$ cat config.mk
export PLATFORM = sky130hd
export DESIGN_NAME = midpoint_line_rasterizer
export DESIGN_NICKNAME = d
export VERILOG_FILES = /design/src/hdl/mlr_pkg.sv /design/src/hdl/mlr_front.sv /design/src/hdl/mlr_queue.sv /design/src/hdl/mlr_back.sv /design/src/hdl/midpoint_line_rasterizer.sv
export SDC_FILE = /design/constraint.sdc
export NUM_CORES = 1
export LEC_CHECK = 0
export BUFFER_PORTS_ARGS = -buffer_cell sky130_fd_sc_hd__buf_2
export CAP_MARGIN = 20
export CORE_AREA = 8 8 244 222
export DETAILED_ROUTE_END_ITERATION = 7
export DIE_AREA = 0 0 252 230
export GPL_TIMING_DRIVEN = 1
export PLACE_DENSITY = 0.66
export REMOVE_ABC_BUFFERS = 1
export SLEW_MARGIN = 0
export SYNTH_ARGS = -nofsm -noshare
export SYNTH_HDL_FRONTEND = slang
export SYNTH_SLANG_ARGS = --single-unit
$ cat constraint.sdc
create_clock -name aclk -period 32.3 [get_ports aclk]
set_clock_uncertainty 0.1 [all_clocks]
set_input_delay 1.615 -clock aclk [delete_from_list [all_inputs] [get_ports aclk]]
set_output_delay 1.615 -clock aclk [all_outputs]
set_load 0.05 [all_outputs]
$ cat src/hdl/mlr_pkg.sv
// Shared types and constants of the midpoint line rasterizer.
// Depends on nothing; used by every module of the block.
package mlr_pkg;

    localparam int COORD_BITS  = 12;
    localparam int DIFF_BITS   = COORD_BITS + 1;
    localparam int DEC_BITS    = COORD_BITS + 3;
    localparam int QUEUE_DEPTH = 2;
    localparam int QPTR_BITS   = $clog2(QUEUE_DEPTH);

    typedef logic signed [COORD_BITS-1:0] coord_t;
    typedef logic signed [DEC_BITS-1:0]   dec_t;

    localparam coord_t COORD_MIN = {1'b1, {(COORD_BITS-1){1'b0}}};

    typedef enum logic {
        CMD_START = 1'b0,
        CMD_STEP  = 1'b1
    } cmd_t;

    typedef struct packed {
        cmd_t   cmd;
        coord_t x_start;
        coord_t y_start;
        coord_t x_end;
        coord_t y_end;
    } mlr_in_t;

    typedef struct packed {
        coord_t px;
        coord_t py;
        logic   last;
    } mlr_out_t;

    typedef struct packed {
        cmd_t   cmd;
        coord_t major_pos;
        coord_t minor_pos;
        coord_t major_end;
        dec_t   decision;
        dec_t   inc_straight;
        dec_t   inc_diagonal;
        logic   mirror_y;
        logic   swap_axes;
    } mlr_job_t;

endpackage

$ cat src/hdl/mlr_front.sv
// Front end: classifies a request and, for a start, sets up the line.
// Depends on mlr_pkg.
module mlr_front (
    input  mlr_pkg::mlr_in_t  req,
    output mlr_pkg::mlr_job_t job
);
    import mlr_pkg::*;

    function automatic coord_t sat_coord(input coord_t v);
        coord_t r;
        r = v;
        if (v == COORD_MIN) begin
            r = COORD_MIN + coord_t'(1);
        end
        return r;
    endfunction

    coord_t                       x1, y1, x2, y2, tmp;
    logic signed [DIFF_BITS-1:0]  dx, dy, dtmp;
    logic        [DIFF_BITS-1:0]  adx, ady;
    dec_t                         dxw, dyw;
    logic                         mirror, swap;

    always_comb begin
        tmp  = '0;
        dtmp = '0;
        x1 = sat_coord(req.x_start);
        y1 = sat_coord(req.y_start);
        x2 = sat_coord(req.x_end);
        y2 = sat_coord(req.y_end);
        dx = {x2[COORD_BITS-1], x2} - {x1[COORD_BITS-1], x1};
        dy = {y2[COORD_BITS-1], y2} - {y1[COORD_BITS-1], y1};

        mirror = (dx[DIFF_BITS-1] && !dy[DIFF_BITS-1] && dy != '0)
              || (!dx[DIFF_BITS-1] && dx != '0 && dy[DIFF_BITS-1]);
        if (mirror) begin
            y1 = -y1;
            y2 = -y2;
            dy = -dy;
        end

        adx  = dx[DIFF_BITS-1] ? DIFF_BITS'(-dx) : DIFF_BITS'(dx);
        ady  = dy[DIFF_BITS-1] ? DIFF_BITS'(-dy) : DIFF_BITS'(dy);
        swap = adx < ady;
        if (swap) begin
            tmp  = x1; x1 = y1; y1 = tmp;
            tmp  = x2; x2 = y2; y2 = tmp;
            dtmp = dx; dx = dy; dy = dtmp;
        end

        if (x1 > x2) begin
            tmp = x1; x1 = x2; x2 = tmp;
            tmp = y1; y1 = y2; y2 = tmp;
            dx  = -dx;
            dy  = -dy;
        end

        dxw = {{2{dx[DIFF_BITS-1]}}, dx};
        dyw = {{2{dy[DIFF_BITS-1]}}, dy};

        job.cmd          = req.cmd;
        job.major_pos    = x1;
        job.minor_pos    = y1;
        job.major_end    = x2;
        job.decision     = dyw + dyw - dxw;
        job.inc_straight = dyw + dyw;
        job.inc_diagonal = (dyw - dxw) + (dyw - dxw);
        job.mirror_y     = mirror;
        job.swap_axes    = swap;
    end

endmodule

$ cat src/hdl/mlr_queue.sv
// Short request queue between the front end and the stepping back end.
// Depends on mlr_pkg.
module mlr_queue (
    input  logic              aclk,
    input  logic              aresetn,
    input  logic              push,
    input  mlr_pkg::mlr_job_t push_data,
    output logic              full,
    input  logic              pop,
    output logic              head_valid,
    output mlr_pkg::mlr_job_t head_data
);
    import mlr_pkg::*;

    mlr_job_t                entry_reg [QUEUE_DEPTH];
    logic [QPTR_BITS-1:0]    wr_ptr_reg, wr_ptr_next;
    logic [QPTR_BITS-1:0]    rd_ptr_reg, rd_ptr_next;
    logic [QPTR_BITS:0]      count_reg, count_next;

    function automatic logic [QPTR_BITS-1:0] ptr_inc(input logic [QPTR_BITS-1:0] p);
        logic [QPTR_BITS-1:0] r;
        r = p + QPTR_BITS'(1);
        if (p == QPTR_BITS'(QUEUE_DEPTH - 1)) begin
            r = '0;
        end
        return r;
    endfunction

    assign full       = count_reg == (QPTR_BITS + 1)'(QUEUE_DEPTH);
    assign head_valid = count_reg != '0;
    assign head_data  = entry_reg[rd_ptr_reg];

    always_comb begin
        wr_ptr_next = push ? ptr_inc(wr_ptr_reg) : wr_ptr_reg;
        rd_ptr_next = pop ? ptr_inc(rd_ptr_reg) : rd_ptr_reg;
        count_next  = count_reg;
        if (push && !pop) begin
            count_next = count_reg + (QPTR_BITS + 1)'(1);
        end else if (pop && !push) begin
            count_next = count_reg - (QPTR_BITS + 1)'(1);
        end
    end

    always_ff @(posedge aclk) begin
        if (!aresetn) begin
            wr_ptr_reg <= '0;
            rd_ptr_reg <= '0;
            count_reg  <= '0;
        end else begin
            wr_ptr_reg <= wr_ptr_next;
            rd_ptr_reg <= rd_ptr_next;
            count_reg  <= count_next;
        end
    end

    always_ff @(posedge aclk) begin
        if (push) begin
            entry_reg[wr_ptr_reg] <= push_data;
        end
    end

endmodule

$ cat src/hdl/mlr_back.sv
// Back end: holds the line state, steps it and registers the output pixel.
// Depends on mlr_pkg.
module mlr_back (
    input  logic              aclk,
    input  logic              aresetn,
    input  logic              head_valid,
    input  mlr_pkg::mlr_job_t head_data,
    output logic              pop,
    output logic              m_valid,
    input  logic              m_ready,
    output mlr_pkg::mlr_out_t m_data
);
    import mlr_pkg::*;

    function automatic mlr_out_t pixel(input coord_t major, input coord_t minor,
                                       input logic sw, input logic mir,
                                       input logic lst);
        mlr_out_t r;
        r.px   = sw ? minor : major;
        r.py   = sw ? major : minor;
        if (mir) begin
            r.py = -r.py;
        end
        r.last = lst;
        return r;
    endfunction

    logic     active_reg, active_next;
    coord_t   major_pos_reg, major_pos_next;
    coord_t   minor_pos_reg, minor_pos_next;
    coord_t   major_end_reg, major_end_next;
    dec_t     decision_reg, decision_next;
    dec_t     inc_straight_reg, inc_straight_next;
    dec_t     inc_diagonal_reg, inc_diagonal_next;
    logic     mirror_y_reg, mirror_y_next;
    logic     swap_axes_reg, swap_axes_next;
    logic     out_valid_reg, out_valid_next;
    mlr_out_t out_data_reg, out_data_next;
    logic     can_take, lst;

    assign can_take = !out_valid_reg || m_ready;
    assign pop      = head_valid && can_take;
    assign m_valid  = out_valid_reg;
    assign m_data   = out_data_reg;

    always_comb begin
        active_next       = active_reg;
        major_pos_next    = major_pos_reg;
        minor_pos_next    = minor_pos_reg;
        major_end_next    = major_end_reg;
        decision_next     = decision_reg;
        inc_straight_next = inc_straight_reg;
        inc_diagonal_next = inc_diagonal_reg;
        mirror_y_next     = mirror_y_reg;
        swap_axes_next    = swap_axes_reg;
        out_valid_next    = can_take ? 1'b0 : out_valid_reg;
        out_data_next     = out_data_reg;
        lst               = 1'b0;

        if (pop) begin
            unique case (head_data.cmd)
                CMD_START: begin
                    lst               = head_data.major_pos == head_data.major_end;
                    major_pos_next    = head_data.major_pos;
                    minor_pos_next    = head_data.minor_pos;
                    major_end_next    = head_data.major_end;
                    decision_next     = head_data.decision;
                    inc_straight_next = head_data.inc_straight;
                    inc_diagonal_next = head_data.inc_diagonal;
                    mirror_y_next     = head_data.mirror_y;
                    swap_axes_next    = head_data.swap_axes;
                    active_next       = !lst;
                    out_valid_next    = 1'b1;
                    out_data_next     = pixel(head_data.major_pos, head_data.minor_pos,
                                              head_data.swap_axes, head_data.mirror_y, lst);
                end
                CMD_STEP: begin
                    if (active_reg) begin
                        if (decision_reg[DEC_BITS-1] || decision_reg == '0) begin
                            decision_next = decision_reg + inc_straight_reg;
                        end else begin
                            decision_next  = decision_reg + inc_diagonal_reg;
                            minor_pos_next = minor_pos_reg + coord_t'(1);
                        end
                        major_pos_next = major_pos_reg + coord_t'(1);
                        lst            = major_pos_next == major_end_reg;
                        active_next    = !lst;
                        out_valid_next = 1'b1;
                        out_data_next  = pixel(major_pos_next, minor_pos_next,
                                               swap_axes_reg, mirror_y_reg, lst);
                    end
                end
            endcase
        end
    end

    always_ff @(posedge aclk) begin
        if (!aresetn) begin
            active_reg    <= 1'b0;
            out_valid_reg <= 1'b0;
        end else begin
            active_reg    <= active_next;
            out_valid_reg <= out_valid_next;
        end
    end

    always_ff @(posedge aclk) begin
        major_pos_reg    <= major_pos_next;
        minor_pos_reg    <= minor_pos_next;
        major_end_reg    <= major_end_next;
        decision_reg     <= decision_next;
        inc_straight_reg <= inc_straight_next;
        inc_diagonal_reg <= inc_diagonal_next;
        mirror_y_reg     <= mirror_y_next;
        swap_axes_reg    <= swap_axes_next;
        out_data_reg     <= out_data_next;
    end

endmodule

$ cat src/hdl/midpoint_line_rasterizer.sv
// Midpoint line rasterizer top level: front end, request queue and back end.
// Depends on mlr_pkg, mlr_front, mlr_queue and mlr_back.
// The block takes one request per clock while s_ready is high and gives at most one pixel
// per clock. A start request sets up the line in the front end and gives the first pixel;
// each step request gives the next pixel, and a step with no line in progress gives nothing.
// A request is captured in a two-entry queue when it is accepted and moves into the output
// register once that register is empty or its pixel is being taken. While a pixel is held,
// up to two requests wait in the queue before s_ready drops; with the output taken every
// cycle the block keeps one pixel per clock.
module midpoint_line_rasterizer (
    input  logic              aclk,
    input  logic              aresetn,
    input  logic              s_valid,
    output logic              s_ready,
    input  mlr_pkg::mlr_in_t  s_data,
    output logic              m_valid,
    input  logic              m_ready,
    output mlr_pkg::mlr_out_t m_data
);
    import mlr_pkg::*;

    mlr_job_t new_job;
    mlr_job_t head_job;
    logic     q_full;
    logic     q_pop;
    logic     head_valid;

    assign s_ready = !q_full;

    mlr_front u_front (
        .req (s_data),
        .job (new_job)
    );

    mlr_queue u_queue (
        .aclk       (aclk),
        .aresetn    (aresetn),
        .push       (s_valid && s_ready),
        .push_data  (new_job),
        .full       (q_full),
        .pop        (q_pop),
        .head_valid (head_valid),
        .head_data  (head_job)
    );

    mlr_back u_back (
        .aclk       (aclk),
        .aresetn    (aresetn),
        .head_valid (head_valid),
        .head_data  (head_job),
        .pop        (q_pop),
        .m_valid    (m_valid),
        .m_ready    (m_ready),
        .m_data     (m_data)
    );

endmodule

# Yosys cells after proc, flatten, opt, wreduce, memory -nomap -nowiden
# Memory sizes are Yosys's and may differ from the RTL's. A register that Yosys moved wholly into a read port is not among the register bits.
# Cells that the tools add are included.
[totals]
memories = 1
regBits = 114
elab_cells = 130
input_bits = 53
ramBits = 168
[classes]
reduce_logical = 26
eq_ne = 8
magnitude_cmp = 2
n_mux = 53
add_sub_neg = 23
n_bitwise = 1
[memory_table]
columns = ["name", "depth", "word_bits", "read_ports", "rd_clocked_by_memory_dff", "wr", "line_no", "source"]
rows = [
  ["u_queue.entry_reg", 2, 84, 1, 1, 1, "mlr_queue.sv:15", "mlr_job_t entry_reg [QUEUE_DEPTH];"],
]
[op_table]
columns = ["cell", "count"]
rows = [
  ["$mux W12", 25],
  ["$mux W13", 7],
  ["$neg A13 Y13", 5],
  ["$pmux W25 S2", 1],
  ["$eq A12 B12 Y1 const B", 4],
  ["$neg A12 Y12", 4],
  ["$pmux W12 S2", 2],
  ["$add A15 B15 Y15", 3],
  ["$mux W15", 2],
  ["$pmux W15 S2", 1],
  ["$reduce_bool A13 Y1", 2],
  ["$sub A12 B12 Y13", 2],
  ["$mux W25", 1],
  ["$add A12 B2 Y12 const B", 2],
  ["$eq A12 B12 Y1", 2],
  ["$logic_not A15 Y1", 1],
  ["$sub A14 B13 Y15", 1],
  ["$add A13 B13 Y14", 1],
  ["$sub A13 B13 Y14", 1],
  ["$lt A13 B13 Y1", 1],
  ["$gt A12 B12 Y1", 1],
  ["$mux W1", 10],
  ["$logic_and A1 B1 Y1", 8],
  ["$logic_not A1 Y1", 8],
  ["other kinds (11)", 18],
]

# Logic depth before layout (Yosys ltp)
[logic_depth]
word_depth = 16
ltp_mapped = 60

# Modules after synthesis
# From an unflattened synthesis, not the netlist that was laid out.
[unflattened]
cells_unflattened = 2006
hier_area_um2 = 20515.9
[by_module_without_submodules]
columns = ["mod", "instances", "cells_each", "seq_area_each_um2", "area_per_inst_um2"]
rows = [
  ["mlr_front", 1, 1099, 0.0, 7090.6],
  ["mlr_back", 1, 622, 3283.1, 6892.9],
  ["mlr_queue", 1, 283, 5144.9, 6522.5],
  ["midpoint_line_rasterizer", 1, 2, 0.0, 10.0],
]

# Least setup slack after synthesis
# OpenSTA, ideal clock, no wires.
[synth_timing]
path_type = "input port to flip-flop"
start = "in s_data[3] (netlist name)"
end = "mem u_queue.entry_reg[0][46] (netlist name) (data pin)"
setup_time_ns = 0.271
arrival_time_ns = 12.790
stages = 50
t_required_ns = 31.929
path_buffers = 10
setup_slack_ns = 19.139
path_cell_list = "buf_4 -> nor4_1 -> a41oi_1 -> ha_1 -> fa_1 -> nand2b_1 -> a21oi_1 -> nor4_1 -> or3_1 -> a41oi_1 -> nand4bb_2 -> and2_1 -> buf_6 -> nor2_8 -> inv_2 -> clkbuf_1 -> clkbuf_1 -> nor2_1 -> [14 not listed] -> a21oi_1 -> inv_1 -> ha_1 -> nand2_1 -> or4_1 -> a41o_1 -> o31a_1 -> xnor2_1 -> ha_1 -> o21ba_2 -> maj3_1 -> maj3_1 -> maj3_1 -> a41oi_1 -> o2111ai_1 -> and2_1 -> o311ai_1 -> o31ai_1"
[synth_rtl]
columns = ["item", "line_no", "source"]
rows = [
  ["start, declared", "midpoint_line_rasterizer.sv:15", "input mlr_pkg::mlr_in_t s_data,"],
  ["end, declared", "mlr_queue.sv:15", ""],
]

==> flow_summary.rst <==
.. list-table::
   :header-rows: 1

   * - Metric
     - Value
   * - Post-Syn Area per Cell
     - between 9 and 10 um^2
   * - Area grow syn2layout
     - 9.43%
   * - Async set or reset register ratio after synthesis
     - 0%
   * - Number of buffers on the longest clock path
     - 3
   * - Crit Path Class
     - in2reg
   * - Number of setup violations in the final report
     - 0
   * - DRC violations left
     - 0
   * - Number of setup buffers added after CTS
     - 0
   * - Antenna violation net count after detailed routing
     - 0
   * - Setup repair after global routing missed its margin
     - false
   * - Overall routed net length
     - 53,800 um
   * - Buffers plus inverters on the worst setup path
     - 4
   * - Final Hold Vio Count
     - 0
   * - Hold-fix buffers, CTS
     - 0
   * - Synth Warn #
     - 0
   * - Post-CTS clock slew at the launch and capture registers of the worst setup and hold paths
     - around 70 ps
   * - Cells resized by post-CTS repair
     - 0
   * - Number of enable-type register cells in the synthesized netlist
     - 267
   * - Number of stages on the worst setup path
     - 44
   * - Cell depth of the worst flop-to-flop path
     - 20
   * - Number of top-level pins
     - 80
   * - Highest achievable clock rate
     - 69.4 MHz
   * - Chip width
     - ~250 um
   * - TritonCTS clock tree
     - built
   * - Clock root buffer master
     - clkbuf_16
   * - Total GRT Usage
     - between 10% and 20%
   * - Share of cells above drive strength 1
     - 13.0%
   * - Final layout net count
     - around 2,200
   * - DP Area
     - roughly 21,000 um^2
   * - Antenna Diode Count
     - 0
   * - Via density per instance
     - around 5.6
   * - Sum of negative setup slack
     - 0 ps
   * - Arr. time, crit path
     - about 15,000 ps
   * - Path class of the lowest-slack min-delay path
     - reg2reg
   * - Routability cong.
     - 0.935
   * - Placement-stage worst setup slack
     - between 15,000 and 20,000 ps
   * - Vias in the first global route
     - 14,700
   * - Share of the yosys chip area belonging to registers
     - between 40% and 50%
   * - Wire per inst
     - around 20 um
   * - Half-perimeter wire length after detailed placement
     - slightly above 40,000 um
   * - Top library cells by usage in the layout, fill and taps aside
     - edfxtp_1 (267), nor2_1 (171), a21oi_1 (170)
   * - Post-synth design cell area
     - around 20,000 um^2
   * - Die height
     - 230 um
   * - Critical path launch point type
     - input pin
   * - Clock sink count
     - between 200 and 300
   * - Most frequent standard cell in the layout excluding fill and tap cells
     - edfxtp_1
   * - Number of cells traversed by the worst hold path
     - 2
   * - Largest net degree at the start of global routing
     - 90
   * - Iteration-0 DRC count of the detailed router
     - 1,174
   * - Number of buffers created by CTS
     - 28
   * - Final worst-path cycle share
     - ~45%
   * - Total non-filler cell area in the finished layout
     - approximately 22,000 um^2
   * - Vias
     - 15,200
   * - Later-pin clock latency in the skew report
     - ~560 ps
   * - Crit path max fanout
     - 56
   * - Number of flip-flops under the largest register name
     - around 160
   * - Rel. slew slack
     - between 30% and 40%
   * - Crit-path leading delay family
     - compound AO/OA/AOI/OAI gates
   * - DR pass1 iterations
     - 5
   * - Starting density of the core
     - ~40%
   * - Delay of the slowest cell on the worst path
     - between 800 and 900 ps
   * - Buffers on Ports
     - 79
   * - Worst Max-Slew Pin Slew
     - approximately 990 ps
   * - Minimum clock period after layout
     - roughly 14,000 ps
   * - Critical path's slowest cell
     - a41o_2
   * - Number of library cell types mapped by synthesis
     - 100
   * - First-pass GRT wire length
     - roughly 83,000 um
   * - Core Area
     - between 40,000 and 50,000 um^2
   * - Max Slew Vio Count
     - 0
   * - Overall die area
     - 58,000 um^2
   * - Number of maximum-capacitance constraint violations
     - 0
   * - Critical Path RT
     - between 30,000 and 40,000 ps
   * - Leading register cell type out of synthesis
     - edfxtp_1
   * - Setup slack of the critical path after layout
     - around 18,000 ps
   * - Antenna violations before repair
     - 0
   * - H-tree depth
     - 1
   * - Flip-flop and latch count after synthesis
     - roughly 270
   * - Global route overflow
     - 0
   * - Row cnt
     - slightly below 80
   * - Synth Instances
     - 2,005
   * - Status
     - complete, no violations
   * - Post-layout util
     - 43.3%
   * - Kind of end point of the critical path
     - register
-- per-stage QoR --
stage / hold WS, ps / instances
finish: 435 / 2718
global route: 456 / 2718
CTS: 428 / 2718
detailed placement: 410 / 2668
global placement: 391 / 2668
floorplan: 377 / 1894
-- worst min-delay path, delay by kind of cell, from the launching register on --
kind	cells	cell delay [ps]
AOI/OAI and AO/OA	2	150
DFF	1	330
-- cells by family after synthesis --
group,synth area share [%]
multiplexers,10.1
XOR/XNOR,9.55
adder cells (fa/ha/maj),5.91
AO/OA/AOI/OAI,15.5
AND/OR/NAND/NOR,13.6
flip-flops,41.3
buffers and inverters,4.02
-- worst paths after layout --
check	slack, ps	endpoint	startpoint
worst min-delay path	430	u_queue.count_reg[1]$_SDFFE_PN0P_	u_queue.count_reg[1]$_SDFFE_PN0P_
worst max register to register	27680	u_back.decision_reg[14]$_DFFE_PP_	u_back.decision_reg[2]$_DFFE_PP_
worst max-delay path	17900	u_queue.entry_reg[1][46]$_DFFE_PP_	s_data[3]
worst min register to register	430	u_queue.count_reg[1]$_SDFFE_PN0P_	u_queue.count_reg[1]$_SDFFE_PN0P_
-- synth_stat cells, types with 18 or more instances --
library cell / n / area share [%]
a31oi_1: 27 / 0.85
nor2b_1: 37 / 1.2
o21ai_0: 82 / 2.1
ha_1: 76 / 4.8
nor4_1: 18 / 0.57
mux2i_1: 109 / 5.5
nand3_1: 47 / 1.2
nor2_1: 174 / 3.3
nor3_1: 19 / 0.48
inv_1: 91 / 1.7
a21oi_1: 170 / 4.3
xor2_1: 70 / 3.1
nand2_1: 160 / 3.0
nand2b_1: 22 / 0.70
a211oi_1: 25 / 0.95
edfxtp_1: 267 / 41
clkbuf_1: 82 / 1.6
mux2_2: 81 / 4.6
xnor2_1: 140 / 6.2
-- final cells by class --
type / instances / area, um^2
Multi-Input combinational cell: 1527 / 10900
Fill cell: 4839 / 28300
Sequential cell: 274 / 8160
Clock buffer: 33 / 719
Clock inverter: 17 / 154
Inverter: 93 / 349
Tap cell: 680 / 851
Timing Repair Buffer: 94 / 508
-- per-layer routing --
metal | global-route usage (%) | vias to the layer above | wire, um
met4 | 4.72 | 0 | 1370
met3 | 1.89 | 64 | 3070
met5 | 0 | - | 0
li1 | - | 7357 | -
met1 | 25.8 | 7365 | 25500
met2 | 28.2 | 412 | 23800
Power is left out: the tool's default activity adds up to more than one toggle a clock period on the data nets, which glitch-free logic cannot reach.
